`config.mk`:
```
export PLATFORM = sky130hd
export DESIGN_NAME = status_frame_receiver_core
export DESIGN_NICKNAME = d
export VERILOG_FILES = /design/src/hw/rtl/sfr_pkg.sv /design/src/hw/rtl/status_frame_receiver_core.sv /design/src/hw/rtl/sfr_crc8.sv
export SDC_FILE = /design/constraint.sdc
export NUM_CORES = 1
export LEC_CHECK = 0
export BUFFER_PORTS_ARGS = -buffer_cell sky130_fd_sc_hd__buf_2
export CORE_MARGIN = 2
export CORE_UTILIZATION = 40
export CTS_CLUSTER_DIAMETER = 200
export DETAILED_ROUTE_END_ITERATION = 10
export GPL_TIMING_DRIVEN = 0
export PLACE_DENSITY = 0.67
export REMOVE_ABC_BUFFERS = 1
export SYNTH_ARGS = -nofsm -noshare
export SYNTH_HDL_FRONTEND = slang
export SYNTH_SLANG_ARGS = --single-unit
```
`constraint.sdc`:
```
create_clock -name clk_i -period 2.7 [get_ports clk_i]
set_input_delay 0.135 -clock clk_i [delete_from_list [all_inputs] [get_ports clk_i]]
set_output_delay 0.135 -clock clk_i [all_outputs]
set_load 0.05 [all_outputs]
```
`src/hw/rtl/sfr_pkg.sv`:
```
`default_nettype none

package sfr_pkg;

  // Number of payload bytes between the sync pair and the check byte.
  localparam int unsigned PAYLOAD_LENGTH = 6;
  localparam int unsigned IDX_W = $clog2(PAYLOAD_LENGTH);

  localparam logic [7:0] SYNC_FIRST  = 8'h55;
  localparam logic [7:0] SYNC_SECOND = 8'hAA;
  localparam logic [7:0] CRC_POLY    = 8'h8C;
  localparam logic [7:0] TYPE_STATUS = 8'h81;

  // Fixed payload positions used by a status frame.
  localparam int unsigned POS_TYPE    = 0;
  localparam int unsigned POS_FLAGS   = 2;
  localparam int unsigned POS_BATTERY = 3;
  localparam int unsigned POS_CUR_A   = 4;
  localparam int unsigned POS_CUR_B   = 5;

  localparam int unsigned OUT_TDATA_W = 40;

  typedef enum logic [1:0] {
    PH_HUNT,
    PH_SYNC2,
    PH_PAYLOAD,
    PH_CHECK
  } rx_phase_e;

  typedef enum logic [1:0] {
    FS_GOOD,
    FS_CRC_BAD,
    FS_UNKNOWN_TYPE
  } frame_status_e;

  typedef struct packed {
    logic [7:0] current_b;
    logic [7:0] current_a;
    logic [7:0] battery;
    logic [7:0] flags;
    logic [1:0] status;
  } sfr_result_t;

endpackage

`default_nettype wire

```
`src/hw/rtl/status_frame_receiver_core.sv`:
```
`default_nettype none

// Channel     Direction  tdata fields (lowest bit up)                      Notes
// s_axis      in         rx_byte[7:0]                                      one link byte
// m_axis      out        frame_status[1:0], arm_a_seen, fire_a_on,         one item per frame
//                        arm_b_seen, fire_b_on, key_present, load_a_present,
//                        load_b_present, any_fault, battery_tenths_volt[7:0],
//                        current_a_tenths[7:0], current_b_tenths[7:0], zeros
//
// A link byte may follow in every cycle unless the input stalls.
// The check byte of a frame produces its result item in the result register
// in the cycle after it is accepted; the CRC step is one byte-wide update.
// Reset (rst_ni low, asynchronous) returns the receiver to the sync hunt with
// the CRC cleared and no result pending.
// The input stalls only while a result is held and the output side is not ready;
// a held result is replaced in the same cycle that it is taken.
module status_frame_receiver_core (
  input  wire logic        clk_i,
  input  wire logic        rst_ni,
  input  wire logic        s_axis_tvalid,
  output logic             s_axis_tready,
  input  wire logic [7:0]  s_axis_tdata,   // rx_byte[7:0]
  output logic             m_axis_tvalid,
  input  wire logic        m_axis_tready,
  // frame_status[1:0], arm_a_seen[2], fire_a_on[3], arm_b_seen[4], fire_b_on[5],
  // key_present[6], load_a_present[7], load_b_present[8], any_fault[9],
  // battery_tenths_volt[17:10], current_a_tenths[25:18], current_b_tenths[33:26]
  output logic [sfr_pkg::OUT_TDATA_W-1:0] m_axis_tdata
);

  // Receiver state.
  sfr_pkg::rx_phase_e             phase_q, phase_d;
  logic [sfr_pkg::IDX_W-1:0]      byte_index_q, byte_index_d;
  logic [7:0]                     crc_q, crc_d;
  logic [7:0]                     payload_q [sfr_pkg::PAYLOAD_LENGTH];

  // Result register in front of the output channel.
  logic                           out_valid_q, out_valid_d;
  sfr_pkg::sfr_result_t           result_q, result_d;

  logic                           in_accept;
  logic                           last_payload;
  logic [7:0]                     crc_next;

  // The input is free whenever the result register is empty or being drained.
  assign s_axis_tready = !out_valid_q || m_axis_tready;
  assign in_accept     = s_axis_tvalid && s_axis_tready;
  assign last_payload  = byte_index_q >= sfr_pkg::IDX_W'(sfr_pkg::PAYLOAD_LENGTH - 1);

  sfr_crc8 u_crc8 (
    .crc_i  (crc_q),
    .data_i (s_axis_tdata),
    .crc_o  (crc_next)
  );

  // Next-state logic of the frame receiver.
  always_comb begin
    phase_d      = phase_q;
    byte_index_d = byte_index_q;
    crc_d        = crc_q;
    if (in_accept) begin
      case (phase_q)
        sfr_pkg::PH_HUNT: begin
          if (s_axis_tdata == sfr_pkg::SYNC_FIRST) begin
            phase_d      = sfr_pkg::PH_SYNC2;
            byte_index_d = '0;
          end
        end
        sfr_pkg::PH_SYNC2: begin
          // A wrong second byte drops back to the hunt without being
          // looked at again as a first sync byte.
          if (s_axis_tdata == sfr_pkg::SYNC_SECOND) begin
            phase_d      = sfr_pkg::PH_PAYLOAD;
            byte_index_d = '0;
            crc_d        = '0;
          end else begin
            phase_d = sfr_pkg::PH_HUNT;
          end
        end
        sfr_pkg::PH_PAYLOAD: begin
          crc_d = crc_next;
          if (last_payload) begin
            phase_d      = sfr_pkg::PH_CHECK;
            byte_index_d = '0;
          end else begin
            byte_index_d = byte_index_q + 1'b1;
          end
        end
        sfr_pkg::PH_CHECK: begin
          phase_d      = sfr_pkg::PH_HUNT;
          byte_index_d = '0;
          crc_d        = '0;
        end
        default: begin
          phase_d = sfr_pkg::PH_HUNT;
        end
      endcase
    end
  end

  // Output logic: build the result item when the check byte arrives.
  always_comb begin
    out_valid_d = out_valid_q && !m_axis_tready;
    result_d    = result_q;
    if (in_accept && (phase_q == sfr_pkg::PH_CHECK)) begin
      out_valid_d = 1'b1;
      result_d    = '0;
      if (crc_q != s_axis_tdata) begin
        result_d.status = sfr_pkg::FS_CRC_BAD;
      end else if (payload_q[sfr_pkg::POS_TYPE] != sfr_pkg::TYPE_STATUS) begin
        result_d.status = sfr_pkg::FS_UNKNOWN_TYPE;
      end else begin
        result_d.status    = sfr_pkg::FS_GOOD;
        result_d.flags     = payload_q[sfr_pkg::POS_FLAGS];
        result_d.battery   = payload_q[sfr_pkg::POS_BATTERY];
        result_d.current_a = payload_q[sfr_pkg::POS_CUR_A];
        result_d.current_b = payload_q[sfr_pkg::POS_CUR_B];
      end
    end
  end

  always_ff @(posedge clk_i or negedge rst_ni) begin
    if (!rst_ni) begin
      phase_q      <= sfr_pkg::PH_HUNT;
      byte_index_q <= '0;
      crc_q        <= '0;
      out_valid_q  <= 1'b0;
    end else begin
      phase_q      <= phase_d;
      byte_index_q <= byte_index_d;
      crc_q        <= crc_d;
      out_valid_q  <= out_valid_d;
    end
  end

  // Payload bytes and the result carry no reset; every payload slot is
  // written within a frame before the check byte reads it.
  always_ff @(posedge clk_i) begin
    if (in_accept && (phase_q == sfr_pkg::PH_PAYLOAD)) begin
      payload_q[byte_index_q] <= s_axis_tdata;
    end
    result_q <= result_d;
  end

  assign m_axis_tvalid = out_valid_q;
  assign m_axis_tdata  = {(sfr_pkg::OUT_TDATA_W - $bits(sfr_pkg::sfr_result_t))'(0), result_q};

`ifndef SYNTH
  // A check byte always leaves a result item behind.
  assert property (@(posedge clk_i) disable iff (!rst_ni)
    (in_accept && (phase_q == sfr_pkg::PH_CHECK)) |=> m_axis_tvalid)
    else $error("check byte did not produce a result item");

  // The last payload byte moves the receiver to the check byte.
  assert property (@(posedge clk_i) disable iff (!rst_ni)
    (in_accept && (phase_q == sfr_pkg::PH_PAYLOAD) && last_payload)
      |=> (phase_q == sfr_pkg::PH_CHECK))
    else $error("payload count did not end at the check byte");

  // The payload slot counter is only nonzero while collecting payload.
  assert property (@(posedge clk_i) disable iff (!rst_ni)
    (phase_q != sfr_pkg::PH_PAYLOAD) |-> (byte_index_q == '0))
    else $error("payload index left nonzero outside the payload phase");

  // A rejected frame carries nothing but its status code.
  assert property (@(posedge clk_i) disable iff (!rst_ni)
    (out_valid_q && (result_q.status != sfr_pkg::FS_GOOD))
      |-> ((result_q.flags == '0) && (result_q.battery == '0)
           && (result_q.current_a == '0) && (result_q.current_b == '0)))
    else $error("rejected frame carries measurement data");
`endif

endmodule

`default_nettype wire

```
`src/hw/rtl/sfr_crc8.sv`:
```
`default_nettype none

// One byte step of the reflected CRC-8, least significant bit first.
module sfr_crc8 (
  input  wire logic [7:0] crc_i,
  input  wire logic [7:0] data_i,
  output logic      [7:0] crc_o
);

  always_comb begin
    logic [7:0] crc;
    logic [7:0] data;
    crc  = crc_i;
    data = data_i;
    for (int b = 0; b < 8; b++) begin
      if ((crc[0] ^ data[0]) == 1'b1) begin
        crc = (crc >> 1) ^ sfr_pkg::CRC_POLY;
      end else begin
        crc = crc >> 1;
      end
      data = data >> 1;
    end
    crc_o = crc;
  end

endmodule

`default_nettype wire

```
==> results.txt, run 1 <==
pwr dens: 655.8 nW/um2
row cnt: 34
antenna-violating nets left: 0
DR WL/cell: 14.57 um
drt pass-1 iters: 4
worst slew pin tran: 0.9336 ns
Ant. Diodes: 0
hold depth: 1
Seq pwr share: 58.1%
Setup violations, final: 0
first-pass GRT wire length: 8.997 mm
leakage dissipation: 0.001635 uW
Clock Path Buffers: 2
Netlist cell types: 38
status: finished clean
CP max stage delay: 0.79 ns
post-DP HPWL: 3.849 mm
nature of the critical path endpoint: register
Max Cap Viol: 0
Critical Path Start Type: register
largest net degree at the start of global routing: 35
post-layout net count: 290
initial antenna violation count: 0
synth warn: 0
Pint: 1970 uW
gr usage total: 12.13%
layout cells sized above 1: 27.76%
most common cell in the synthesized netlist: edfxtp_1
Die Wd: 97.97 um
FFs w/ async S/R, synth: 15.91%
Crit path required time: 2.68 ns
clk_lat worst skew: 0.35 ns
Setup WS pre-CTS: -0.1188 ns
crit path max-delay cell type: nor4_2
clk_skew: 0.01140 ns
Area contributors post-synth: edfxtp_1 63%, dfrtp_1 9.9%, and2_1 5.7%
critical path class: reg2reg
drt initial violations: 172
critical path, cell by cell: nand2b_1 > nand2_1 > or3_1 > nor4_2
slew margin rel.: 37.24%
worst hold start: s_axis_tdata[5]
htree depth: 3
number of synthesized register bits: 88
TNS Setup: 0 ns
Synth top area share: 62.91%
final count of hold timing violations: 0
FF-to-FF Start: m_axis_tvalid$_DFF_PN0_
WP depth: 4
most frequent cells after synthesis: 74 x edfxtp_1, 32 x and2_1, 14 x dfrtp_1, 14 x xnor2_1, 10 x inv_1
IO Pins: 54
family with the most delay on the worst path: simple AND/OR/NAND/NOR gates
worst vdd ir: 0.2423 mV
critical path peak fanout: 12
worst r2r path cells: 4
switch share: 26.11%
GPL Wtd Cong: 0.8176
EDFF count, synth: 74
net switching power: 696.1 uW
gr ovfl total: 0
initial core utilization: 40.90%
Slew Limit Fails: 0
postcts setup bufs: 0
fin crit share: 90.19%
Peak Freq: 410.6 MHz
Critical path buffers and inverters: 0
RSZ-0062 raised after global routing: false
Clock Sinks: 88
area grow syn2layout: 15.09%
CTS tree: yes
Period minus WS final: 2.435 ns
die area: 9598 um2
IO Port Bufs: 47
number of global-route vias before repair: 1725
Syn Area/Cell: 15.84 um2
HP Class: in2reg
combinational group share of total power: 11.3%
drt drc: 0
sequential share of the synthesized area: 72.83%
via count: 1898
total CTS buffers: 9
Main synth FF type: edfxtp_1
largest area contributor in the netlist: edfxtp_1
Clock power frac: 30.6%
cell count after synthesis: 223
Critical Path AT: 2.41 ns
Worst Setup SP: m_axis_tvalid$_DFF_PN0_
Worst-path clk slew: 0.09 ns
fin worst setup slack: 0.2648 ns
height of the die: 97.97 um
vias per cell: 4.879
Core Region: 8636 um2
CTS Root Cell: clkbuf_8
mapped cell area: 3532 um2
Total Wirelength: 5.667 mm
==> worst paths after layout <==
| kind | end | slack, ns |
|---|---|---|
| max | payload_q[4][0]$_DFFE_PP_ | 0.26 |
| min | payload_q[4][5]$_DFFE_PP_ | 0.12 |
| max reg2reg | payload_q[4][0]$_DFFE_PP_ | 0.26 |
| min reg2reg | m_axis_tdata[10]$_SDFFCE_PP0P_ | 0.52 |
| max in group asynchronous | byte_index_q[2]$_DFFE_PN0P_ | 2.24 |
| min in group asynchronous | crc_q[6]$_DFFE_PN0P_ | 0.21 |
==> repair_timing <==
action,4_1_cts,5_1_grt
resized for setup,1,1
hold buffers,1,0
setup endpoints to repair,8,8
hold endpoints to repair,14,0
==> per-layer routing <==
layer	wire length (um)	up-vias	track usage [%]	share of wire (%)
met2	2748	59	19.23	48
met5	0	-	0	0
met4	103	0	6.090	1.8
met3	304	11	2.792	5.4
li1	-	903	-	-
met1	2511	925	15.74	44
==> layout by cell type (no fill, tap or decap), drive strengths merged, types with 5 or more instances in the layout <==
cell type,n
and2,32
buf,47
clkbuf,10
conb,6
dfrtp,14
edfxtp,74
inv,13
nand2,9
nor3,5
o21ai,6
o22ai,6
xnor2,19
==> flip-flops by register name (all words and copies together), names as in the netlist, named ones only <==
register       cells
m_axis_tdata      34
payload_q         40
m_axis_tvalid      1
byte_index_q       3
phase_q            1
crc_q              8
==> layout make-up <==
| cell class | instances | area, um2 |
|---|---|---|
| fillers | 754 | 4571 |
| clock inverters | 6 | 51.30 |
| well taps | 108 | 135.1 |
| multi-input cells | 118 | 892.1 |
| clock buffers | 10 | 127.6 |
| repair buffers | 48 | 245.2 |
| flip-flops and latches | 88 | 2572 |
| inverters | 11 | 41.29 |
==> metrics by stage <==
stage / utilization [%] / area, um2 / std cells / hold WS [ns] / power, uW
after floorplan: - / 3465 / 217 / -0.1606 / 1789
after global placement: 44.41 / 3835 / 372 / 0.05525 / 1849
after detailed placement: 44.71 / 3861 / 372 / 0.05671 / 1867
after CTS: 46.97 / 4056 / 389 / 0.1085 / 2677
after global routing: 47.07 / 4065 / 389 / 0.1147 / 2775
final: 47.07 / 4065 / 389 / 0.1196 / 2666
==> worst reg2reg max path: stages (launching register included) <==
cell,delay (ns)
dfrtp_1,0.40
nand2b_1,0.13
nand2_1,0.15
or3_1,0.59
nor4_2,0.79
==> power groups by stage <==
stage | sequential, uW | clock (uW) | combinational (uW)
after floorplan | 1560 | 0 | 230
after global placement | 1570 | 0 | 282
after detailed placement | 1570 | 0 | 295
after CTS | 1540 | 833 | 299
after global routing | 1560 | 892 | 326
final | 1550 | 817 | 300
==> kinds of logic (layout without fill, tap and decap cells) <==
kind of cell / count (synthesis) / after routing / share of synthesized area (%)
AND/OR/NAND/NOR: 67 / 67 / 11.87
XOR/XNOR: 22 / 22 / 6.908
multiplexers: 2 / 2 / 0.6022
flip-flops: 88 / 88 / 72.83
AO/OA/AOI/OAI: 19 / 19 / 3.366
adder cells (fa/ha/maj): 2 / 2 / 0.7084
buffers and inverters: 22 / 75 / 3.613
other: 1 / 6 / 0.1062
No activity file was read; power rests on OpenSTA's default activity.
==> run 2, diff against run 1 <==
--- a/config.mk
+++ b/config.mk
@@ -11,8 +11,9 @@
 export CTS_CLUSTER_DIAMETER = 200
 export DETAILED_ROUTE_END_ITERATION = 10
 export GPL_TIMING_DRIVEN = 0
-export PLACE_DENSITY = 0.67
+export PLACE_DENSITY = 0.65
 export REMOVE_ABC_BUFFERS = 1
 export SYNTH_ARGS = -nofsm -noshare
 export SYNTH_HDL_FRONTEND = slang
 export SYNTH_SLANG_ARGS = --single-unit
+export TNS_END_PERCENT = 5
==> constraint.sdc (replaced) <==
create_clock -name clk_i -period 2.64 [get_ports clk_i]
set_input_delay 0.132 -clock clk_i [delete_from_list [all_inputs] [get_ports clk_i]]
set_output_delay 0.132 -clock clk_i [all_outputs]
set_load 0.05 [all_outputs]
==> run 2 against run 1 <==
  * Clock skew shrank 0.0013 ns
  * Design area grew 0.37%
  * Wire length grew 0.62%
  * Flip-flop and latch count is the same
  * Cell count grew 0.51%
  * Clock-buffer cell count is the same
  * Critical path depth is the same
  * Highest routed layer unchanged
==> results.txt, run 2 (synthesized netlist as in run 1, its figures left out) <==
Setup crit end: payload_q[0][2]$_DFFE_PP_
R2R Setup Slk: 0.29 ns
worst slew pin tran: 0.9343 ns
post-layout net count: 292
Crit path required time: 2.61 ns
gr ovfl total: 0
Max Cap Viol: 0
GPL Wtd Cong: 0.7726
combinational group share of total power: 11.1%
Die Wd: 97.97 um
post-DP HPWL: 3.837 mm
HP Class: in2reg
area grow syn2layout: 15.52%
htree depth: 3
Core Region: 8636 um2
via count: 1863
Seq pwr share: 58.1%
Worst-path clk slew: 0.09 ns
total CTS buffers: 9
total chip power: 2726 uW
Pint: 2015 uW
initial antenna violation count: 0
gr usage total: 12.67%
final count of hold timing violations: 0
Peak Freq: 426.0 MHz
Clock power frac: 30.9%
nature of the critical path endpoint: register
IO Pins: 54
Total Wirelength: 5.702 mm
IO Port Bufs: 47
height of the die: 97.97 um
Placed Instances: 374
clk_skew: 0.01011 ns
first-pass GRT wire length: 9.384 mm
worst vdd ir: 0.2261 mV
Post-Layout Cell Count: 391
commonest cells after routing, fill and taps aside: 74 x edfxtp_1, 47 x buf_2, 32 x and2_1
FF-to-FF Start: m_axis_tvalid$_DFF_PN0_
number of global-route vias before repair: 1836
antenna-violating nets left: 0
critical path peak fanout: 12
RSZ-0062 raised after global routing: false
fin crit share: 88.92%
reg2reg end: payload_q[0][2]$_DFFE_PP_
commonest non-fill, non-tap cell in the layout: edfxtp_1
vias per cell: 4.765
slew margin rel.: 37.56%
Ant. Diodes: 0
pwr dens: 668.1 nW/um2
postcts setup bufs: 0
critical path class: reg2reg
Top reg by flops: payload_q
fin worst setup slack: 0.2925 ns
die area: 9598 um2
Clock Path Buffers: 2
largest net degree at the start of global routing: 35
Period minus WS final: 2.347 ns
Critical Path Start Type: register
drt initial violations: 106
Setup violations, final: 0
row cnt: 34
TNS Setup: 0 ns
initial core utilization: 40.90%
status: finished clean
drt pass-1 iters: 4
leakage dissipation: 0.001641 uW
max reg flops: 40
fill count: 738
Worst Setup SP: m_axis_tvalid$_DFF_PN0_
worst r2r path cells: 4
drt drc: 0
layout cells sized above 1: 28.27%
clk_lat worst skew: 0.35 ns
net switching power: 710.4 uW
Critical Path AT: 2.32 ns
CTS Root Cell: clkbuf_8
Setup WS pre-CTS: -0.1928 ns
Clock Sinks: 88
CTS tree: yes
DR WL/cell: 14.58 um
switch share: 26.06%
Slew Limit Fails: 0
==> run 2: worst min-delay path by stage <==
stage                     from                         end  depth (start not counted)
6_report       s_axis_tdata[6]   payload_q[5][6]$_DFFE_PP_                          1
2_1_floorplan           rst_ni  asynchronous set/reset pin                          0
3_5_place_dp            rst_ni        crc_q[0]$_DFFE_PN0P_                          1
5_1_grt        s_axis_tdata[3]   payload_q[4][3]$_DFFE_PP_                          1
4_1_cts        s_axis_tdata[3]   payload_q[4][3]$_DFFE_PP_                          1
3_3_place_gp            rst_ni        crc_q[5]$_DFFE_PN0P_                          1
==> run 2: cell type report <==
class	instances	area (um2)	share of cell area [%]
repair buffers	50	260.3	6.378
well taps	108	135.1	3.312
clock inverters	6	51.30	1.257
multi-input cells	118	892.1	21.86
inverters	11	41.29	1.012
flip-flops and latches	88	2572	63.05
clock buffers	10	127.6	3.128
==> run 2: through the flow <==
step	cell area, um2	util [%]	hold slack [ns]
6_report	4080	47.25	0.08993
5_1_grt	4080	47.25	0.1058
4_1_cts	4071	47.15	0.08179
3_5_place_dp	3876	44.89	0.06054
3_3_place_gp	3835	44.41	0.05308
2_1_floorplan	3465	-	-0.1636
==> run 2: per-layer routing <==
metal | wire, um | vias up | global-route usage [%]
li1 | - | 905 | -
met1 | 2546 | 893 | 15.91
met2 | 2806 | 57 | 20.86
met3 | 267 | 8 | 3.150
met4 | 83 | 0 | 5.662
met5 | 0 | - | 0
==> run 2: power groups by stage <==
stage | combinational [uW] | sequential (uW) | clock [uW]
global placement | 287 | 1600 | 0
detailed placement | 296 | 1610 | 0
global route | 334 | 1590 | 915
finish | 302 | 1580 | 841
floorplan | 235 | 1590 | 0
CTS | 300 | 1580 | 862
==> run 2: timing repair <==
action	CTS	global route
hold buffers	1	0
hold endpoints to repair	14	0
gates resized for setup	1	1
setup endpoints to repair	8	6
cloned	0	0
==> run 2: worst max-delay path, stage by stage, from the launching register on <==
cell and delay (ns):
dfrtp_1 0.38, nand2b_1 0.13, nand2_1 0.15, or3_1 0.57
nor4_2 0.74
==> run 3, diff against run 2 <==
==> constraint.sdc (replaced) <==
create_clock -name clk_i -period 2.2 [get_ports clk_i]
set_input_delay 0.11 -clock clk_i [delete_from_list [all_inputs] [get_ports clk_i]]
set_output_delay 0.11 -clock clk_i [all_outputs]
set_load 0.05 [all_outputs]
==> run 3 against run 2 <==
  * Clock skew decreased by 0.00054 ns
  * Fmax increased by 14%
  * Wire length is 2.5% higher
  * First-iteration DRC count grew 19%
  * Cell count stayed put
  * Largest cell class unchanged
==> results.txt, run 3 (synthesized netlist as in run 1, its figures left out) <==
area grow syn2layout: 17.07%
leakage dissipation: 0.001654 uW
IO Pins: 54
hold path endpoint: payload_q[2][6]$_DFFE_PP_
combinational group share of total power: 11.5%
Ant. Diodes: 0
Die Wd: 97.97 um
Max Cap Viol: 0
drt drc: 0
HP Class: in2reg
slew margin rel.: 37.59%
worst vdd ir: 0.2700 mV
Critical Path Start Type: register
largest net degree at the start of global routing: 35
drt initial violations: 126
reg2reg end: m_axis_tdata[29]$_SDFFCE_PP0P_
fill count: 732
RSZ-0062 raised after global routing: true
CTS tree: yes
status: finished clean
Slew Limit Fails: 0
Worst-path clk slew: 0.09 ns
IO Port Bufs: 47
first-pass GRT wire length: 9.432 mm
initial antenna violation count: 0
drt pass-1 iters: 4
antenna-violating nets left: 0
fin crit share: 93.73%
htree depth: 3
Seq pwr share: 57.8%
multi-input logic area: 947.2 um2
Core Region: 8636 um2
Total Wirelength: 5.846 mm
fin worst setup slack: 0.1380 ns
worst slew pin tran: 0.9340 ns
CTS Root Cell: clkbuf_8
vias per cell: 4.765
commonest cells after routing, fill and taps aside: 74 x edfxtp_1, 47 x buf_2, 32 x and2_1
final count of hold timing violations: 0
via count: 1863
nature of the critical path endpoint: register
total chip power: 3305 uW
R2R Setup Slk: 0.14 ns
clk_lat worst skew: 0.35 ns
DR WL/cell: 14.95 um
FF-to-FF Start: crc_q[2]$_DFFE_PN0P_
post-DP HPWL: 3.837 mm
Clock Sinks: 88
critical path class: reg2reg
worst r2r path cells: 5
gr usage total: 12.75%
critical path peak fanout: 32
pwr dens: 799.3 nW/um2
Peak Freq: 485.0 MHz
commonest non-fill, non-tap cell in the layout: edfxtp_1
Critical Path AT: 2.28 ns
clk_skew: 0.009567 ns
post-layout net count: 292
row cnt: 34
Clock power frac: 30.7%
hold depth: 1
layout cells sized above 1: 28.98%
initial core utilization: 40.90%
GPL Wtd Cong: 0.7726
Clock Path Buffers: 2
die area: 9598 um2
worst hold start: s_axis_tdata[6]
Setup WS pre-CTS: -0.6328 ns
height of the die: 97.97 um
Sequential Area: 2572 um2
Period minus WS final: 2.062 ns
gr ovfl total: 0
total CTS buffers: 9
postcts setup bufs: 0
max reg flops: 40
Setup violations, final: 0
Crit path required time: 2.41 ns
Top reg by flops: payload_q
number of global-route vias before repair: 1840
net switching power: 875.2 uW
Pint: 2430 uW
switch share: 26.48%
==> run 3: cell types whose count changed in the layout (fill, tap and decap cells not counted) <==
cell / delta
or3_4: +1
xnor2_1: -1
nor4_2: -1
nor4_4: +1
xnor2_4: +3
or3_1: -1
xnor2_2: -2
==> run 3: how the worst max path moves through the flow <==
stage / startpoint / endpoint / slack, ns / depth (start not counted)
after floorplan: m_axis_tvalid$_DFF_PN0_ / payload_q[5][0]$_DFFE_PP_ / -1.0 / 4
after global placement: m_axis_tvalid$_DFF_PN0_ / payload_q[5][7]$_DFFE_PP_ / -1.01 / 4
after detailed placement: m_axis_tvalid$_DFF_PN0_ / payload_q[0][1]$_DFFE_PP_ / -0.63 / 4
after CTS: m_axis_tvalid$_DFF_PN0_ / payload_q[4][6]$_DFFE_PP_ / -0.03 / 5
after global routing: crc_q[1]$_DFFE_PN0P_ / m_axis_tdata[29]$_SDFFCE_PP0P_ / -0.02 / 5
final: crc_q[2]$_DFFE_PN0P_ / m_axis_tdata[29]$_SDFFCE_PP0P_ / 0.14 / 5
==> run 3: cell type report <==
class,instances,share of cell area [%]
flip-flops and latches,88,62.21
multi-input cells,118,22.90
repair buffers,50,6.293
well taps,108,3.268
clock buffers,10,3.086
clock inverters,6,1.241
inverters,11,0.9985
==> run 3: per-layer routing <==
| metal | global-route usage (%) | routed length [um] |
|---|---|---|
| met5 | 0 | 0 |
| met4 | 5.662 | 112 |
| met3 | 3.150 | 295 |
| met2 | 21.18 | 2904 |
| met1 | 15.86 | 2533 |
==> run 3: per-stage QoR <==
step | cell area [um2] | instances | hold slack [ns] | utilization, % | setup TNS [ns]
after detailed placement | 3876 | 374 | 0.03854 | 44.89 | -7.491
after floorplan | 3465 | 217 | -0.1856 | - | -61.18
after CTS | 4089 | 391 | 0.05979 | 47.35 | -0.1522
after global placement | 3835 | 372 | 0.03108 | 44.41 | -54.35
after global routing | 4135 | 391 | 0.08612 | 47.88 | -0.03534
final | 4135 | 391 | 0.06657 | 47.88 | 0
==> run 3: power groups by stage <==
stage	combinational, uW	sequential (uW)	clock (uW)
2_1_floorplan	282	1910	0
3_3_place_gp	345	1920	0
3_5_place_dp	355	1930	0
4_1_cts	366	1900	1030
5_1_grt	417	1920	1100
6_report	381	1910	1010
==> run 3: what timing repair did <==
action,CTS,global route
pin swaps,0,1
endpoints found under the hold margin,14,0
resized for setup,3,5
endpoints found under the setup margin,16,61
hold buffers,1,0
==> run 3: critical path: stages, from the launching register on <==
cell and delay, ns:
dfrtp_1 0.42, xnor2_2 0.24, nand2_1 0.08, or4_4 0.53, nor2_4 0.43, and2_1 0.22
